[config.mk]
export PLATFORM = sky130hd
export DESIGN_NAME = fpsa_queue
export DESIGN_NICKNAME = d
export VERILOG_FILES = /design/src/hdl/fpsa_pkg.sv /design/src/hdl/fpsa_queue.sv
export SDC_FILE = /design/constraint.sdc
export NUM_CORES = 1
export LEC_CHECK = 0
export BUFFER_PORTS_ARGS = -buffer_cell sky130_fd_sc_hd__buf_2
export CAP_MARGIN = 20
export CORE_ASPECT_RATIO = 0.8
export CORE_MARGIN = 8
export CORE_UTILIZATION = 40
export CTS_BUF_LIST = sky130_fd_sc_hd__clkbuf_4 sky130_fd_sc_hd__clkbuf_8
export CTS_CLUSTER_SIZE = 24
export DETAILED_ROUTE_END_ITERATION = 8
export PLACE_DENSITY = 0.76
export SLEW_MARGIN = 25
export SYNTH_ARGS = -nofsm -noshare
export SYNTH_HDL_FRONTEND = slang
export SYNTH_SLANG_ARGS = --single-unit
[constraint.sdc]
create_clock -name clk -period 1.54 [get_ports clk]
set_input_delay 0.077 -clock clk [delete_from_list [all_inputs] [get_ports clk]]
set_output_delay 0.077 -clock clk [all_outputs]
set_load 0.02 [all_outputs]
[src/hdl/fpsa_pkg.sv]
`default_nettype none
package fpsa_pkg;

  localparam int PAGE_SHIFT  = 12;
  localparam int FRAME_COUNT = 65536;
  localparam int FW          = $clog2(FRAME_COUNT);   // frame index bits
  localparam int LINK_W      = FW + 1;                // frame index plus null flag

  localparam int QUEUE_DEPTH = 2;
  localparam int QPW         = $clog2(QUEUE_DEPTH);
  localparam int QCW         = $clog2(QUEUE_DEPTH + 1);

  localparam logic [2:0] ST_OK        = 3'd0;
  localparam logic [2:0] ST_EMPTY     = 3'd1;
  localparam logic [2:0] ST_UNALIGNED = 3'd2;
  localparam logic [2:0] ST_KERNEL    = 3'd3;
  localparam logic [2:0] ST_BEYOND    = 3'd4;

  localparam logic [1:0] OP_ALLOC  = 2'd0;
  localparam logic [1:0] OP_PUSH   = 2'd1;
  localparam logic [1:0] OP_REJECT = 2'd2;

  localparam logic CMD_ALLOC = 1'b0;

  localparam logic [1:0] CFG_KERNEL_BASE = 2'd0;
  localparam logic [1:0] CFG_KERNEL_END  = 2'd1;
  localparam logic [1:0] CFG_PHYS_TOP    = 2'd2;

  typedef struct packed {
    logic [31:0] kernel_base;
    logic [31:0] kernel_end;
    logic [28:0] phys_top;
  } cfg_t;

  typedef struct packed {
    logic [1:0]    op;
    logic [FW-1:0] frame;
    logic [2:0]    status;
  } entry_t;

endpackage
`default_nettype wire

[src/hdl/fpsa_queue.sv]
`default_nettype none
module fpsa_queue import fpsa_pkg::*; (
  input  wire logic   clk,
  input  wire logic   rst,
  input  wire logic   push,
  input  wire entry_t push_entry,
  output logic        full,
  input  wire logic   pop,
  output logic        empty,
  output entry_t      head
);

  entry_t           slots [QUEUE_DEPTH];
  logic [QPW-1:0]   wr_ptr;
  logic [QPW-1:0]   rd_ptr;
  logic [QCW-1:0]   count;

  assign full  = (count == QCW'(QUEUE_DEPTH));
  assign empty = (count == '0);
  assign head  = slots[rd_ptr];

  always_ff @(posedge clk) begin
    if (push) begin
      slots[wr_ptr] <= push_entry;
    end
  end

  always_ff @(posedge clk) begin
    if (rst) begin
      wr_ptr <= '0;
      rd_ptr <= '0;
      count  <= '0;
    end else begin
      if (push) begin
        wr_ptr <= (wr_ptr == QPW'(QUEUE_DEPTH - 1)) ? '0 : wr_ptr + 1'b1;
      end
      if (pop) begin
        rd_ptr <= (rd_ptr == QPW'(QUEUE_DEPTH - 1)) ? '0 : rd_ptr + 1'b1;
      end
      case ({push, pop})
        2'b10:   count <= count + 1'b1;
        2'b01:   count <= count - 1'b1;
        default: count <= count;
      endcase
    end
  end

  a_count_bound: assert property (@(posedge clk) disable iff (rst)
    count <= QCW'(QUEUE_DEPTH))
    else $error("queue count above depth");

  a_no_overflow: assert property (@(posedge clk) disable iff (rst)
    full && !pop |=> $stable(count))
    else $error("queue written while full");

  a_pop_nonempty: assert property (@(posedge clk) disable iff (rst)
    empty |=> !(count > $past(count) + 1'b1))
    else $error("queue count jumped");

endmodule
`default_nettype wire

# Word level (Yosys, flattened, before mapping)
# Memories as Yosys holds them, arrays and structs flattened. A register that Yosys moved wholly into a read port is not among the register bits.
# Index checks and enable logic that the tools add are counted.
# totals
elab_cells,20
out_inout_bits,23
ramBits,42
in_bits,25
n_memories,1
ff_bits,4
# classes
n_mux,7
reduce_logical,2
addsub,4
eq_ne,3
# mem_list
name,words,width,read_ports,rd_ports_with_merged_regs,wr,line_no,text
slots,2,21,1,1,1,fpsa_queue.sv:13,entry_t slots [QUEUE_DEPTH];
# ops
cell,n
two-way mux 1 bit,6
equality test 2 bit (second input constant),2
case mux 2 bit (2 select lines),1
adder 1 bit (second input constant),2
adder 2 x 1 -> 2 bit (second input constant),1
equality test 2 x 1 -> 1 bit (second input constant),1
zero test 2 bit,1
nonzero test 2 bit,1
subtractor 2 x 1 -> 2 bit (second input constant),1

# Longest topological paths before layout
# depth
depth_word,4
ltp_mapped,5
depth_no_buf,5

# Least setup slack after synthesis
# Ideal clock, no wire load.
# synth_path
path_kind,register to register
from,reg wr_ptr
to,"mem slots[0][0] in the netlist's numbering, enable pin"
slack_ps,-90
arrival_time_ps,1231
t_required_ps,1141
period_less_slack_ps,1630
path_stages_with_launch,2
setup_time_ps,399
cell_sequence,dfxtp_1 > nor2_1
# synth_rtl
item,line_no,text
from (decl),fpsa_queue.sv:14,logic [QPW-1:0] wr_ptr;
from (signal assigned),fpsa_queue.sv:35,wr_ptr <= (wr_ptr == QPW'(QUEUE_DEPTH - 1)) ? '0 : wr_ptr + 1'b1;
to (decl),fpsa_queue.sv:13,
# Straight into the memory's write port.

==> flow_summary.toml <==
[min_path]
hp-class = "primary input to flip-flop"

[grt]
antenna_found_initial = 0
grt_pass1_wl_um = 5016
grt_start_max_net_pins = 22
grt_pass1_vias = 1118
grt_usage = 0.1036
grt_overflow_total = 0

[route]
drtIter0Drc = 63
routed_wl_um = 3078
drc_errors = 0
route.detailed.wl_per_inst_um = 13.93
avgViaCountPerCell = 4.434
vias = 980
ant_nets = 0
drt_first_pass_iters = 4

[finish]
regArea_sq_um = 1361
fillCellCount = 344
final_nets = 190
areaGrowthSynthToFinish_pct = 40.03
multi_input_area_sq_um = 340.3
drive_above_1_share = 0.4878
antenna_cells = 0

[timing]
min_period_ns = 1.422
fin_worst_skew_ns = 0.006103
rsz0062_at_grt = "false"
setup_slack_ns = 0.1176
finalCritPeriodShare = 0.9237
worstMarginPinSlew_ns = 0.1806
setup_viol = 0
relSlewSlack = 0.8787
finalMaxSlewViolations = 0
tns_ns = 0
fmax_mhz = 703.0
hold_viol_final = 0

[power]
switchingPower_uw = 615.1
p_int_uw = 2184
combPwrFrac = 0.157
ir_drop_mv = 0.6410
pwr_density_cell_nw_per_um2 = 1167
switching_share = 0.2198
power.share.clock = 0.305
power_uw = 2799
p_leak_uw = 0.0009194
p_seq_frac = 0.538

[logic_synthesis]
synth_seq_cells = 47
synth_nets = 113
synthCells = 87
syn_area_per_cell_sq_um = 19.69
netlist.area_leader.share = 0.7363
yosysWarnings = 0
yosysTopAreaCell = "edfxtp_1"
synth_cell_type_count = 14
synthTopCellsByArea = "edfxtp_1, mux2_2, dfxtp_1"
netlist_area_sq_um = 1713
seq_area_frac_synth = 0.7947

[floorplanning]
die-area_sq_um = 6645
start_util = 0.4126
pin_count = 48
die_x_um = 89.16
row_count = 21
die_h_um = 74.53
fp.coreArea_sq_um = 4151

[clocking]
post_cts.repair.setup_buffers = 0
clock_path_buffers = 2
clk_pin_slew_ns = 0.08
cts_root_buffer = "clkbuf_8"
htreeDepth = 2
holdBufCountCts = 22
cts.sinks = 47
clk_latency_ns = 0.29
cts_resized = 0
cts_tree = "yes"
cts_buffers = 5

[critical_path]
critPathMaxFanout = 21
critPathKind = "flip-flop to primary output"
crit_path_end_kind = "primary output"
cp-start-kind = "flip-flop"
crit_required_ns = 1.46
worstPathArrival_ns = 1.35

[run_status]
status = "complete, no violations"

[place]
place_ws_ns = 0.3828
routabilityCongestion = 0.7297
dp_hpwl_um = 2069
port_buffers = 47

[flow_run]
drv_cap = 0
[registers in the layout, indices dropped and copies added, names as in the netlist, named ones only]
name,count
slots,42
count,2
rd_ptr,1
wr_ptr,1
[per-layer routing]
metal / routed length [um] / track usage
met1: 1266 / 0.1092
met2: 1449 / 0.1674
met3: 311 / 0.05188
met4: 51 / 0.05515
met5: 0 / 0
[per-stage QoR]
step / cell area, sq um / hold slack [ns] / util / std cells
after detailed placement: 2072 / 0.2704 / 0.4991 / 192
after global routing: 2399 / 0.08090 / 0.5778 / 221
after CTS: 2399 / 0.05250 / 0.5778 / 221
after global placement: 2072 / 0.2663 / 0.4991 / 192
after floorplan: 1715 / 0.1461 / - / 87
final: 2399 / 0.06033 / 0.5778 / 221
[critical path, cell delays in order, from the launching register on]
cell	delay, ns
dfxtp_1	0.36
buf_12	0.18
mux2_2	0.35
buf_2	0.16
[logic make-up after synthesis]
logic type	synth area share
compound gates	0.005838
xor+xnor	0.02046
fa+ha+maj	0.007303
buf+inv	0.008033
flops	0.7947
mux	0.1381
simple gates	0.02557
[power groups by stage]
| stage | Sequential (uW) | Combinational [uW] | Clock, uW |
|---|---|---|---|
| 2_1_floorplan | 1530 | 245 | 0 |
| 3_3_place_gp | 1530 | 392 | 0 |
| 3_5_place_dp | 1540 | 403 | 0 |
| 4_1_cts | 1510 | 448 | 883 |
| 5_1_grt | 1520 | 478 | 931 |
| 6_report | 1510 | 440 | 853 |
[final timing paths]
path                   from  cells past startpoint  slack [ns]            to
hold / removal         push                      3        0.06        wr_ptr
hold reg to reg    count[1]                      2        0.53      count[1]
setup / recovery  flip-flop                      3        0.12      head[15]
setup reg to reg     wr_ptr                      2        0.47  slots[1][19]
[Yosys cell counts]
master,n
mux2_2,21
o21ai_0,1
inv_1,1
xnor2_1,3
edfxtp_1,42
and2b_2,1
ha_1,1
or3_1,1
xor2_1,1
buf_2,2
and2_1,1
nor2_1,6
dfxtp_1,5
a21oi_1,1
[final cells by class]
class / count / share of cell area
flip-flops and latches: 47 / 0.5676
clock buffers: 6 / 0.03182
clock inverters: 1 / 0.01252
multi-input cells: 37 / 0.1419
inverters: 1 / 0.001565
repair buffers: 72 / 0.2149
well taps: 57 / 0.02973
[cells in the final DEF, fill, tap and decap left out, types with 3 or more instances in the layout]
| cell | Yosys | final |
|---|---|---|
| buf_12 | 0 | 3 |
| buf_2 | 2 | 47 |
| clkbuf_8 | 0 | 5 |
| dfxtp_1 | 5 | 5 |
| dlygate4sd3_1 | 0 | 22 |
| edfxtp_1 | 42 | 42 |
| mux2_2 | 21 | 21 |
| nor2_1 | 6 | 5 |
| xnor2_1 | 3 | 3 |
(Power assumes the default switching activity.)
