File: src/hdl/fpsa_pkg.sv
`default_nettype none
package fpsa_pkg;

  localparam int PAGE_SHIFT  = 12;
  localparam int FRAME_COUNT = 65536;
  localparam int FW          = $clog2(FRAME_COUNT);   // frame index bits
  localparam int LINK_W      = FW + 1;                // frame index plus null flag

  localparam int QUEUE_DEPTH = 2;
  localparam int QPW         = $clog2(QUEUE_DEPTH);
  localparam int QCW         = $clog2(QUEUE_DEPTH + 1);

  localparam logic [2:0] ST_OK        = 3'd0;
  localparam logic [2:0] ST_EMPTY     = 3'd1;
  localparam logic [2:0] ST_UNALIGNED = 3'd2;
  localparam logic [2:0] ST_KERNEL    = 3'd3;
  localparam logic [2:0] ST_BEYOND    = 3'd4;

  localparam logic [1:0] OP_ALLOC  = 2'd0;
  localparam logic [1:0] OP_PUSH   = 2'd1;
  localparam logic [1:0] OP_REJECT = 2'd2;

  localparam logic CMD_ALLOC = 1'b0;

  localparam logic [1:0] CFG_KERNEL_BASE = 2'd0;
  localparam logic [1:0] CFG_KERNEL_END  = 2'd1;
  localparam logic [1:0] CFG_PHYS_TOP    = 2'd2;

  typedef struct packed {
    logic [31:0] kernel_base;
    logic [31:0] kernel_end;
    logic [28:0] phys_top;
  } cfg_t;

  typedef struct packed {
    logic [1:0]    op;
    logic [FW-1:0] frame;
    logic [2:0]    status;
  } entry_t;

endpackage
`default_nettype wire

File: src/hdl/fpsa_front.sv
`default_nettype none
module fpsa_front import fpsa_pkg::*; (
  input  wire logic        command,
  input  wire logic [31:0] page_addr,
  input  wire cfg_t        cfg,
  output entry_t           entry
);

  logic [31:0] phys;
  logic [31:0] frame_full;

  // Classify: checks in order alignment, kernel end, physical top.
  always_comb begin
    phys        = page_addr - cfg.kernel_base;
    frame_full  = phys >> PAGE_SHIFT;
    entry.frame = frame_full[FW-1:0];
    entry.op    = OP_REJECT;
    entry.status = ST_OK;
    if (command == CMD_ALLOC) begin
      entry.op = OP_ALLOC;
    end else if (page_addr[PAGE_SHIFT-1:0] != '0) begin
      entry.status = ST_UNALIGNED;
    end else if (page_addr < cfg.kernel_end) begin
      entry.status = ST_KERNEL;
    end else if ((phys >= {3'b000, cfg.phys_top}) || (frame_full >= 32'(FRAME_COUNT))) begin
      entry.status = ST_BEYOND;
    end else begin
      entry.op = OP_PUSH;
    end
  end

endmodule
`default_nettype wire

File: config.mk
export PLATFORM = sky130hd
export DESIGN_NAME = fpsa_front
export DESIGN_NICKNAME = d
export VERILOG_FILES = /design/src/hdl/fpsa_pkg.sv /design/src/hdl/fpsa_front.sv
export SDC_FILE = /design/constraint.sdc
export NUM_CORES = 1
export LEC_CHECK = 0
export BUFFER_PORTS_ARGS = -buffer_cell sky130_fd_sc_hd__buf_4
export CORE_UTILIZATION = 47
export DETAILED_ROUTE_END_ITERATION = 12
export PLACE_DENSITY = 0.82
export SYNTH_ARGS = -nofsm -noshare
export SYNTH_HDL_FRONTEND = slang
export SYNTH_SLANG_ARGS = --single-unit
File: constraint.sdc
create_clock -name vclk -period 4.3
set_input_delay 0.43 -clock vclk [all_inputs]
set_output_delay 0.43 -clock vclk [all_outputs]
set_load 0.1 [all_outputs]
; After elaboration in Yosys (flattened, before gate mapping)
; Index checks and enable logic that the tools add are counted.
[classes]
muxes = 8
n_addsub = 1
order_cmp = 3
reduce_logical = 2
[op_table]
columns = cell, count
row1 = $ge 32x29->1, 1
row2 = $lt 32x32->1, 1
row3 = $sub 32x32->32, 1
row4 = $ge 20x17->1 const B, 1
row5 = $mux 3, 4
row6 = $reduce_bool 12->1, 1
row7 = $mux 2, 4
row8 = $logic_or 1x1->1, 1
[word_totals]
elab_cells = 14
ff_bits = 0
in_bits = 126
output_inout_bits = 21

; Longest topological paths before layout
; Gate-level depths: netlist of run 1.
[depth]
depth_word = 7
mapped_depth = 21
depth_no_buf = 21

; Least setup slack after synthesis of run 1
; OpenSTA, ideal clock, no wires.
[synth_path]
kind = input to output
startpoint = input page_addr[0]
endpoint = output entry[19] (netlist bit)
stages = 19
setup_slack_ns = -4.375
required_time_ns = 3.870
n_path_buf = 0
arrival_time_ns = 8.245
path_cell_list = inv_1 > ha_1 > inv_1 > fa_1 > a211oi_2 > o21a_1 > or4_4 > a211oi_2 > nor2b_1 > o21bai_2 > a21oi_1 > xnor2_1 > ha_1 > nand2_1 > o21ai_0 > or4_1 > a22oi_1 > o211ai_2 > nor4_1
[synth_lines]
columns = element, line_no
row1 = "start, declared", fpsa_front.sv:4  ; input wire logic [31:0] page_addr,
row2 = "end, declared", fpsa_front.sv:6  ; output entry_t entry

==> results of run 1 <==
[cell usage in the layout, fill, tap and decap left out, types with 3 or more instances in the layout]
master	n
sky130_fd_sc_hd__buf_4	282
sky130_fd_sc_hd__a31oi_1	6
sky130_fd_sc_hd__o21bai_1	3
sky130_fd_sc_hd__a21oi_1	46
sky130_fd_sc_hd__o211a_1	3
sky130_fd_sc_hd__ha_1	83
sky130_fd_sc_hd__nand4_1	14
sky130_fd_sc_hd__o21ai_0	24
sky130_fd_sc_hd__o21a_1	4
sky130_fd_sc_hd__a211oi_2	4
sky130_fd_sc_hd__o21ai_1	7
sky130_fd_sc_hd__xor2_1	7
sky130_fd_sc_hd__xnor2_2	4
sky130_fd_sc_hd__or3_1	4
sky130_fd_sc_hd__nor3_2	3
sky130_fd_sc_hd__a21o_1	16
sky130_fd_sc_hd__nand2_1	33
sky130_fd_sc_hd__inv_1	97
sky130_fd_sc_hd__nor2_1	24
sky130_fd_sc_hd__nor3_1	6
sky130_fd_sc_hd__nand2b_1	8
sky130_fd_sc_hd__nor2b_1	3
sky130_fd_sc_hd__nand3_1	7
sky130_fd_sc_hd__xnor2_4	7
sky130_fd_sc_hd__a2111oi_0	3
sky130_fd_sc_hd__and3_1	3
sky130_fd_sc_hd__xnor2_1	5
sky130_fd_sc_hd__nor4_1	3
sky130_fd_sc_hd__a21oi_2	6
sky130_fd_sc_hd__o211ai_1	7
sky130_fd_sc_hd__a211oi_1	3
sky130_fd_sc_hd__ha_4	8
sky130_fd_sc_hd__nand2_2	3
[metal layers]
metal,track usage (%),wire length [um],share of wire (%)
met5,0,0,0
met4,12.8,426,3.1
met3,4.57,933,6.7
met2,64.8,6910,50
met1,40.7,5610,40
[power by group]
part,internal (mW),leakage [nW],switching (mW)
logic,0.572,3.45,0.741
registers,0,0,0
clock network,0,0,0
[final timing paths]
check	start	to	slack (ns)	depth (start not counted)
hold / removal	command	entry[20]	1.25	3
setup / recovery	page_addr[0]	entry[20]	-0.56	23
[timing repair]
| item | in CTS | in global routing |
|---|---|---|
| resized for setup | 28 | 12 |
| setup buffers | 3 | 2 |
| gates cloned | 0 | 0 |
| endpoints found under the setup margin | 3 | 3 |
| pin swaps | 12 | 12 |
[cells in the mapped netlist, types with 2 or more instances]
cell / instances
sky130_fd_sc_hd__and2_1: 2
sky130_fd_sc_hd__mux2i_1: 2
sky130_fd_sc_hd__and3_1: 3
sky130_fd_sc_hd__ha_1: 91
sky130_fd_sc_hd__a211o_1: 2
sky130_fd_sc_hd__o211a_1: 3
sky130_fd_sc_hd__nand4_1: 14
sky130_fd_sc_hd__nor4_1: 4
sky130_fd_sc_hd__buf_2: 8
sky130_fd_sc_hd__a21oi_1: 53
sky130_fd_sc_hd__o211ai_1: 7
sky130_fd_sc_hd__o21a_1: 5
sky130_fd_sc_hd__o21bai_1: 3
sky130_fd_sc_hd__nand2_1: 34
sky130_fd_sc_hd__xor2_1: 11
sky130_fd_sc_hd__a221oi_1: 3
sky130_fd_sc_hd__nand3_1: 7
sky130_fd_sc_hd__nand2b_1: 8
sky130_fd_sc_hd__nor2b_1: 4
sky130_fd_sc_hd__nor3_1: 7
sky130_fd_sc_hd__o21ai_0: 28
sky130_fd_sc_hd__inv_1: 99
sky130_fd_sc_hd__a211oi_2: 4
sky130_fd_sc_hd__xnor2_1: 16
sky130_fd_sc_hd__nor2_1: 25
sky130_fd_sc_hd__nor3_2: 2
sky130_fd_sc_hd__a211oi_1: 5
sky130_fd_sc_hd__a31oi_1: 6
sky130_fd_sc_hd__nand2_2: 2
sky130_fd_sc_hd__a2111oi_0: 4
sky130_fd_sc_hd__a41o_1: 2
sky130_fd_sc_hd__o21ai_1: 5
sky130_fd_sc_hd__a21o_1: 16
sky130_fd_sc_hd__o2111ai_1: 2
sky130_fd_sc_hd__o221ai_1: 2
sky130_fd_sc_hd__or3_1: 4
[worst max-delay path, cell delays in order]
cell	delay [ns]
sky130_fd_sc_hd__buf_8	0.10
sky130_fd_sc_hd__inv_12	0.03
sky130_fd_sc_hd__ha_4	0.14
sky130_fd_sc_hd__inv_2	0.05
sky130_fd_sc_hd__fa_2	0.26
sky130_fd_sc_hd__a211oi_4	0.08
sky130_fd_sc_hd__o21a_2	0.24
sky130_fd_sc_hd__or4_4	0.44
sky130_fd_sc_hd__a211oi_4	0.26
sky130_fd_sc_hd__nor2b_2	0.10
sky130_fd_sc_hd__o21bai_4	0.16
sky130_fd_sc_hd__a21oi_4	0.10
sky130_fd_sc_hd__xnor2_4	0.22
sky130_fd_sc_hd__ha_4	0.23
sky130_fd_sc_hd__nand2_1	0.05
sky130_fd_sc_hd__o21ai_1	0.10
sky130_fd_sc_hd__a41o_1	0.23
sky130_fd_sc_hd__a21oi_2	0.18
sky130_fd_sc_hd__inv_1	0.08
sky130_fd_sc_hd__a22oi_2	0.30
sky130_fd_sc_hd__o211ai_4	0.16
sky130_fd_sc_hd__o31a_4	0.31
sky130_fd_sc_hd__buf_12	0.17
[final cells by class]
cell class | instances | area (um^2) | share of cell area, %
inverter | 99 | 384 | 6.11
multi-input combinational | 406 | 3580 | 57.0
tap | 99 | 124 | 1.97
timing repair buffer | 287 | 2190 | 34.9
[stage by stage]
stage               setup slack [ns]  utilization, %  instance area (um^2)
detailed placement            -0.898            83.1                  6030
floorplan                      -1.24               -                  3840
global route                  -0.769            86.7                  6290
global placement              -0.799            83.1                  6030
CTS                           -0.634            85.5                  6200
finish                        -0.559            86.7                  6290
[kinds of logic (layout without fill, tap and decap cells)]
logic type	after synthesis	count (layout)	synth area share (%)
compound gates	162	162	30.2
xor+xnor	27	27	6.69
fa+ha+maj	92	92	32.8
buf+inv	109	386	12.0
mux	2	2	0.567
simple gates	123	123	17.8
==> run summary, run 1 <==
The run gives 4.43 ns as the data arrival time of the worst path. The count of buffers inserted at the top-level ports was 147; the total core area was 0.00725 mm^2. The number of global-route vias before repair was 4930. The tools report the overall global routing resource usage as 34.9%.

After technology mapping, the gate count stands at 515. The run gives 3 as the setup violation total in the final timing report. The count of nets left with antenna violations once routing finished came out at 0.

After filler insertion, the fill cell instance count of the layout stands at 418. The initial antenna violation count is 0, and the total vias in the final route is 5003. The top cell type's share of synthesized area is 32.2%. In this run the horizontal extent of the chip is 88.7 um. The tools report the global placement routability congestion as 0.951. For this run, design rule violations remaining after detail routing come to 0. The floorplan step defined a die boundary enclosing 0.00787 mm^2.

The final layout contains 1012 nets. The final setup slack of the worst path came out at -0.559 ns. The tightest hold path in the finished design has a slack of 1.25 ns.

The worst setup path is launched from an input pin. The count of yosys warnings during synthesis was 0. Headroom to the max-slew limit came out at 53.1%. For the pin with the worst max-slew slack, the measured transition is 0.685 ns.

Before antenna repair, the detailed router went through 6 iterations. After the first detailed-routing iteration, the DRC count stood at 365. For this configuration, the core starts out at a cell density of 48.7%. The tools report the number of hold violations in the final report as 0. For this design, the CTS-stage hold fixing added 0 buffers. The non-filler instance count after layout is 891, and the peak ir drop on the vdd network is 0.0921 mV. The tools report the number of slew-limit violations in the final report as 0. Along the worst path, the maximum fanout reaches 3. The vias per cell works out to 5.62. Row generation in the floorplan step produced 31 rows. The power density of the placed cells came out at 209 mW/mm^2.

Path category of the worst min-delay check: in2out. Compared with the post-synthesis result, the final layout area differs by 77.9%. The maximum number of pins on one net before global-route repair is 10. The number of antenna diodes in the final layout is 0.

The final critical path takes up 113% of the cycle. By area the synthesized netlist is led by sky130_fd_sc_hd__ha_1, sky130_fd_sc_hd__inv_1, sky130_fd_sc_hd__a21oi_1. The startpoint-to-endpoint class of the critical path was in2out. The die is 88.7 um tall. Summed over all layers, the global routing overflow is 0. Summed over all instances, the cell type with the most area after synthesis is sky130_fd_sc_hd__ha_1. The checks that failed: setup timing.

The total detailed-routing wirelength was 13900 um. For the synthesized net count, the log shows 733. The flow ran to the end, but the final reports show violations.

The share of the Yosys chip area taken by registers is 0%. The routed design could run at a clock period as short as 4.86 ns. The tools report the total area of sequential cells as 0 um^2. In this run the static leakage power is 3.45 nW. Counting distinct cell types in the post-synthesis netlist gives 58. For this design the top-level I/O count stands at 147. The setup TNS is -1.60 ns, and the first-pass GRT wire length is 21600 um. The detail-routed net length per standard cell was 15.6 um; the share of layout cells above drive strength 1 was 44.1%. The logs give 11800 um for the half-perimeter wire length of the detailed placement result and 0.00353 mm^2 for the mapped cell area.

Averaged over all synthesized cells, the footprint is 6.86 um^2. The design has 0 sequential cells. Once placement completed, the tool counted placed cells totaling 886.

The worst setup path is captured at an output pin. After layout, the clock buffer instance count stands at 0. Based on the critical path, the design can be clocked at up to 206 MHz.

Overall power consumption after layout is estimated at 1.31 mW. The tools report the required time reported for the critical path endpoint as 3.87 ns. Setup repair after global routing could not meet its margin everywhere.

The run gives 0 as the count of maximum capacitance violations.
(Power assumes the default switching activity.)
==> run 2, diff against run 1 <==
--- a/config.mk
+++ b/config.mk
@@ -6,5 +6,5 @@
 export NUM_CORES = 1
 export LEC_CHECK = 0
-export BUFFER_PORTS_ARGS = -buffer_cell sky130_fd_sc_hd__buf_4
+export BUFFER_PORTS_ARGS = -buffer_cell sky130_fd_sc_hd__buf_2
 export CORE_UTILIZATION = 47
 export DETAILED_ROUTE_END_ITERATION = 12
==> constraint.sdc (replaced) <==
create_clock -name vclk -period 4.3
set_input_delay 0.43 -clock vclk [all_inputs]
set_output_delay 0.43 -clock vclk [all_outputs]
set_load 0.005 [all_outputs]
==> run summary, run 2 (synthesis results as in run 1) <==
Setup repair after global routing could not meet its margin everywhere. Row generation in the floorplan step produced 31 rows. For the pin with the worst max-slew slack, the measured transition is 0.698 ns. The utilization of the core after routing is 74.4%. The antenna diode instance count is 0, and the overall global routing resource usage is 30.6%. The initial core utilization was 48.7%; the count of filler cells inserted in the layout was 580.

The critical path in this run is classified as in2out. The required time reported for the critical path endpoint came out at 3.87 ns. The count of buffers inserted at the top-level ports works out to 147. The internal portion of the total power is 0.430 mW. The fmax came out at 208 MHz. After layout, the clock buffer instance count stands at 0. The run gives 52.3% as the worst slew slack as a fraction of its limit. The DRC violation count after routing is 0, and the height of the die is 88.7 um. In this run the count of I/O pins placed on the die edge is 147.

The signal on the critical path passes through buf_2 -> ha_4 -> inv_2 -> fa_2 -> a211oi_4 -> o21a_1 -> or4_4 -> a211oi_4 -> nor2b_2 -> buf_4 -> xnor2_2 -> ha_1 -> nor2b_1 -> o21ai_1 -> a31oi_1 -> or4_4 -> a22oi_2 -> o211ai_2 -> o31a_1 -> buf_2. Count of hold-fix buffers inserted at cts: 0. Detailed placement finished with a half-perimeter wire length of 10900 um.

In this run the remaining antenna-violating nets after routing total 0. The tools report the iteration-0 DRC count of the detailed router as 245. The worst path uses 112% of the clock period. Broken down by cell family, the worst path's largest delay share belongs to compound AO/OA/AOI/OAI gates.

The path class of the tightest hold or removal check is in2out. Leaving out fill and tap cells, the most frequent cell in the layout is sky130_fd_sc_hd__buf_2. Together, buffers and inverters on the worst path number 4. Entering global routing, the biggest net connects 10 pins. The clock power share is 0%. STA classifies the critical path startpoint as an input pin. The final setup slack of the worst path was -0.518 ns. For the summed area of non-filler cells in the final layout, the log shows 0.00540 mm^2. For the number of hold violations in the final report, the log shows 0.

The tools report the first-pass GRT wire length as 19200 um. The biggest cell delay along the critical path came out at 0.55 ns. Across the whole layout, storage elements account for 0 um^2. For the die outline area, the log shows 0.00787 mm^2. Pre-CTS setup slack: -0.646 ns. For the total core area, the log shows 0.00725 mm^2. Among all stages on the critical path, the largest delay is contributed by sky130_fd_sc_hd__or4_4. The maximum fanout count along the critical path came out at 3.

The switching share of power is 49.3%, and the synthesis-to-finish area growth is 52.8%. The initial antenna violation count is 0, and the count of TritonRoute iterations in the first routing pass is 5. The multi-input combinational cells in the finished layout cover a total of 0.00326 mm^2. The total overflow left after global routing is 0.

For this run, the post-layout net count is 991. After detailed routing, the number of vias per cell comes to 5.44. The minimum clock period after layout was 4.82 ns.

Summed over all cells, the static leakage comes to 3.10 nW. In the layout the commonest cells are sky130_fd_sc_hd__buf_2, sky130_fd_sc_hd__buf_4, sky130_fd_sc_hd__inv_1, sky130_fd_sc_hd__ha_1, sky130_fd_sc_hd__a21oi_1. STA classifies the critical path endpoint as an output pin. In the final routed layout, each cell accounts on average for 14.2 um. The overall power of the completed layout was 0.849 mW. Combinational logic is responsible for 100.0% of the overall power.

The routed design has 12400 um of wire. Peak ir drop on the vdd network: 0.0601 mV. In this run the cell area measured after placement is 0.00519 mm^2. The setup violation total in the final timing report came out at 3. The checks that failed: setup timing. The overall die width is 88.7 um, and the number of slew-limit violations in the final report is 0. Of the cells placed in the final design, the portion with a size suffix greater than 1 is 39.3%. The flow ran to the end, but the final reports show violations. For this design the total switching power over the nets is 0.419 mW. Max-cap violations in this run came to 0. The global placement routability congestion came out at 0.984. The sequential share of power came out at 0%. Number of global-route vias before repair: 4393.

In the finished design the tool counted flip-flops and latches totalling 0. Summed over all failing endpoints, the final setup total negative slack is -1.42 ns. The tools report the total vias in the final route as 4730.

In this run the power density over the cells is 157 mW/mm^2. Data arrives at the worst endpoint at 4.39 ns.
## run 2: cell count changes in the layout (fill, tap and decap cells not counted), moves of 3 or more
cell / change
sky130_fd_sc_hd__xnor2_4: -7
sky130_fd_sc_hd__buf_4: -163
sky130_fd_sc_hd__xnor2_1: +10
sky130_fd_sc_hd__ha_4: -4
sky130_fd_sc_hd__xnor2_2: -3
sky130_fd_sc_hd__buf_2: +146
sky130_fd_sc_hd__a21oi_2: -3
sky130_fd_sc_hd__a21oi_1: +4
## run 2: what timing repair did
action	4_1_cts	5_1_grt
gates resized for setup	15	15
setup endpoints to repair	3	3
pin swaps	9	11
hold endpoints to repair	0	0
buffers inserted	3	4
gates cloned	0	0
## run 2: cell type report
type,count,share of cell area [%]
inverter,99,6.93
tap,99,2.29
multi-input combinational,406,60.4
timing repair buffer,266,30.4
## run 2: metrics by stage
| stage | instances | hold slack, ns |
|---|---|---|
| 3_5_place_dp | 863 | 1.19 |
| 5_1_grt | 870 | 1.20 |
| 3_3_place_gp | 863 | 1.18 |
| 4_1_cts | 866 | 1.19 |
| 2_1_floorplan | 515 | 0.950 |
| 6_report | 870 | 1.20 |
## run 2: final timing paths
| path | endpoint | startpoint | cells past startpoint |
|---|---|---|---|
| worst min-delay path | entry[2] | command | 3 |
| worst max-delay path | entry[20] | cfg[61] | 20 |
## run 2: worst min-delay path, stage by stage
cell and delay, ns:
sky130_fd_sc_hd__buf_2 0.12, sky130_fd_sc_hd__o211a_1 0.10, sky130_fd_sc_hd__buf_2 0.11
## run 2: power groups by stage
stage	Combinational (mW)	Sequential, mW	Clock (mW)
final	0.849	0	0
after global routing	0.936	0	0
after CTS	0.816	0	0
after detailed placement	0.792	0	0
after global placement	0.756	0	0
after floorplan	0.428	0	0
## run 2: metal layers
metal | vias to the layer above | wire [um] | global-route usage (%)
met5 | - | 0 | 0
met4 | 0 | 344 | 8.50
met3 | 30 | 801 | 1.96
met2 | 226 | 5770 | 52.9
met1 | 2123 | 5450 | 40.8
li1 | 2351 | - | -
==> run 3, diff against run 2 <==
- CORE_UTILIZATION: 47 -> 45
- PLACE_DENSITY: 0.82 -> 0.79
==> run summary, run 3 (synthesis results as in run 1) <==
The run finished, with violations left. The checks that failed: setup timing. In the global route stage, overall resource usage came out at 29.7%. The tools report the peak ir drop on the vdd network as 0.0590 mV.

Final sequential cell count: 0. Utilization of the core after routing: 74.4%. Nature of the critical path startpoint: an input pin. The hold-critical path depth came out at 3. In this run the remaining antenna-violating nets after routing total 0. In this run the power density over the cells is 160 mW/mm^2. Detailed placement ended at an HPWL of 10700 um. Leaving out fill and tap cells, the most frequent cell in the layout is sky130_fd_sc_hd__buf_2. Wires add up to 12800 um. Once layout is complete, the cells apart from fillers number 876. The routed layout has 4794 vias. After detailed routing, the number of vias per cell comes to 5.47. The data arrival time of the worst path is 4.25 ns, and the share of layout cells above drive strength 1 is 40.8%.

Data on the critical path is required at its endpoint by 3.87 ns. After detailed placement, the design holds a cell count of 863. In the final design database the tool counted 997 nets.

The die covers 0.00821 mm^2. The run gives 0 as the count of hold-fix buffers inserted at cts. The detail-routed net length per standard cell was 14.6 um; the number of rows in the core area was 31. The setup violation total in the final timing report was 3; the worst slew slack as a fraction of its limit was 58.7%. Entering global routing, the biggest net connects 10 pins.

Of the available clock period, the critical path in the final layout requires 109%. The run gives 5 as the count of TritonRoute iterations in the first routing pass. The layout has 581 filler cells. For the fmax, the log shows 214 MHz. The count of maximum capacitance violations was 0. The initial antenna violation count was 0; the maximum fanout count along the critical path was 5. The biggest cell delay along the critical path came out at 0.50 ns. The critical path is of the in2out type. The run gives 20700 um as the first-pass GRT wire length.

The total overflow left after global routing is 0. The final setup slack of the worst path came out at -0.382 ns. The clock buffers instantiated in the layout total 0. The logs give 0 for the number of slew-limit violations in the final report and 0.925 for the global placement routability congestion. The signal on the critical path passes through buf_2 -> ha_1 -> nand2_1 -> buf_4 -> nor3_2 -> o21ai_0 -> a41o_1 -> nand2_1 -> a221oi_2 -> xnor2_1 -> ha_1 -> a21oi_1 -> o21ai_0 -> or4_1 -> a22oi_2 -> o211ai_2 -> o31a_1 -> buf_2. The run gives 4652 as the number of global-route vias before repair. For this design the static power due to leakage is 3.14 nW. In the routed design, unresolved DRC markers number 0.

147 I/O pins were placed. On the critical path, the stage with the largest delay is an instance of sky130_fd_sc_hd__or4_1. Minimum clock period after layout: 4.68 ns. The total core area came out at 0.00741 mm^2.

For the pin with the worst max-slew slack, the measured transition is 0.604 ns. The synthesis-to-finish area growth is 56.0%, and the number of hold violations in the final report is 0. Setup repair after global routing could not meet its margin everywhere. Count of buffers inserted at the top-level ports: 147. The tools report the nature of the critical path endpoint as an output pin.

The path class of the tightest hold or removal check is in2out. The multi-input combinational cells in the finished layout cover a total of 0.00332 mm^2. The initial core utilization is 47.7%. After the first detailed-routing iteration, the DRC count stood at 248.

The number of antenna diodes in the final layout is 0. In this run the horizontal extent of the chip is 90.6 um. The library cells used most frequently in the layout, excluding fill and tap cells, are sky130_fd_sc_hd__buf_2, sky130_fd_sc_hd__buf_4, sky130_fd_sc_hd__inv_1, sky130_fd_sc_hd__ha_1, sky130_fd_sc_hd__a21oi_1.

The floorplan step set the die height to 90.6 um. The total area of sequential cells came out at 0 um^2.
==> run 3: layer usage <==
| metal | global-route usage, % | routed length [um] | share of wire [%] | up-vias |
|---|---|---|---|---|
| li1 | - | - | - | 2368 |
| met1 | 39.1 | 5670 | 44 | 2166 |
| met2 | 51.7 | 5850 | 46 | 214 |
| met3 | 2.69 | 842 | 6.6 | 46 |
| met4 | 7.12 | 387 | 3.0 | 0 |
| met5 | 0 | 0 | 0 | - |
==> run 3: worst paths after layout <==
| check | slack (ns) | end | start |
|---|---|---|---|
| worst max-delay path | -0.38 | entry[20] | page_addr[12] |
| worst min-delay path | 1.19 | entry[20] | command |
==> run 3: layout make-up <==
type | instances | share of cell area, %
timing repair buffer | 272 | 30.7
multi-input combinational | 406 | 60.3
inverter | 99 | 6.79
tap | 99 | 2.25
==> run 3: timing repair <==
item | 4_1_cts | 5_1_grt
gates resized for setup | 23 | 15
endpoints found under the hold margin | 0 | 0
buffers inserted | 8 | 5
endpoints found under the setup margin | 3 | 3
pin swaps | 11 | 12
gates cloned | 0 | 0
==> run 3: per-stage QoR <==
step / setup TNS (ns) / setup WS [ns] / instance area, um^2 / hold WS, ns / power (mW)
2_1_floorplan: 0 / 0.00466 / 3550 / 0.950 / 0.428
3_3_place_gp: -1.57 / -0.541 / 5190 / 1.18 / 0.763
3_5_place_dp: -1.70 / -0.584 / 5190 / 1.19 / 0.792
4_1_cts: -0.901 / -0.324 / 5400 / 1.19 / 0.832
5_1_grt: -1.76 / -0.600 / 5510 / 1.21 / 0.973
6_report: -1.09 / -0.382 / 5510 / 1.19 / 0.883
==> run 3: power breakdown <==
group | switching (mW) | internal, mW
combinational | 0.431 | 0.451
clock | 0 | 0
sequential | 0 | 0
total | 0.431 | 0.451
==> run 3: critical path, delay by kind of cell <==
family / cells / cell delay, ns
buffers and inverters: 3 / 0.43
AO/OA/AOI/OAI: 8 / 1.44
AND/OR/NAND/NOR: 4 / 1.05
adder cells (fa/ha/maj): 2 / 0.63
XOR/XNOR: 1 / 0.26
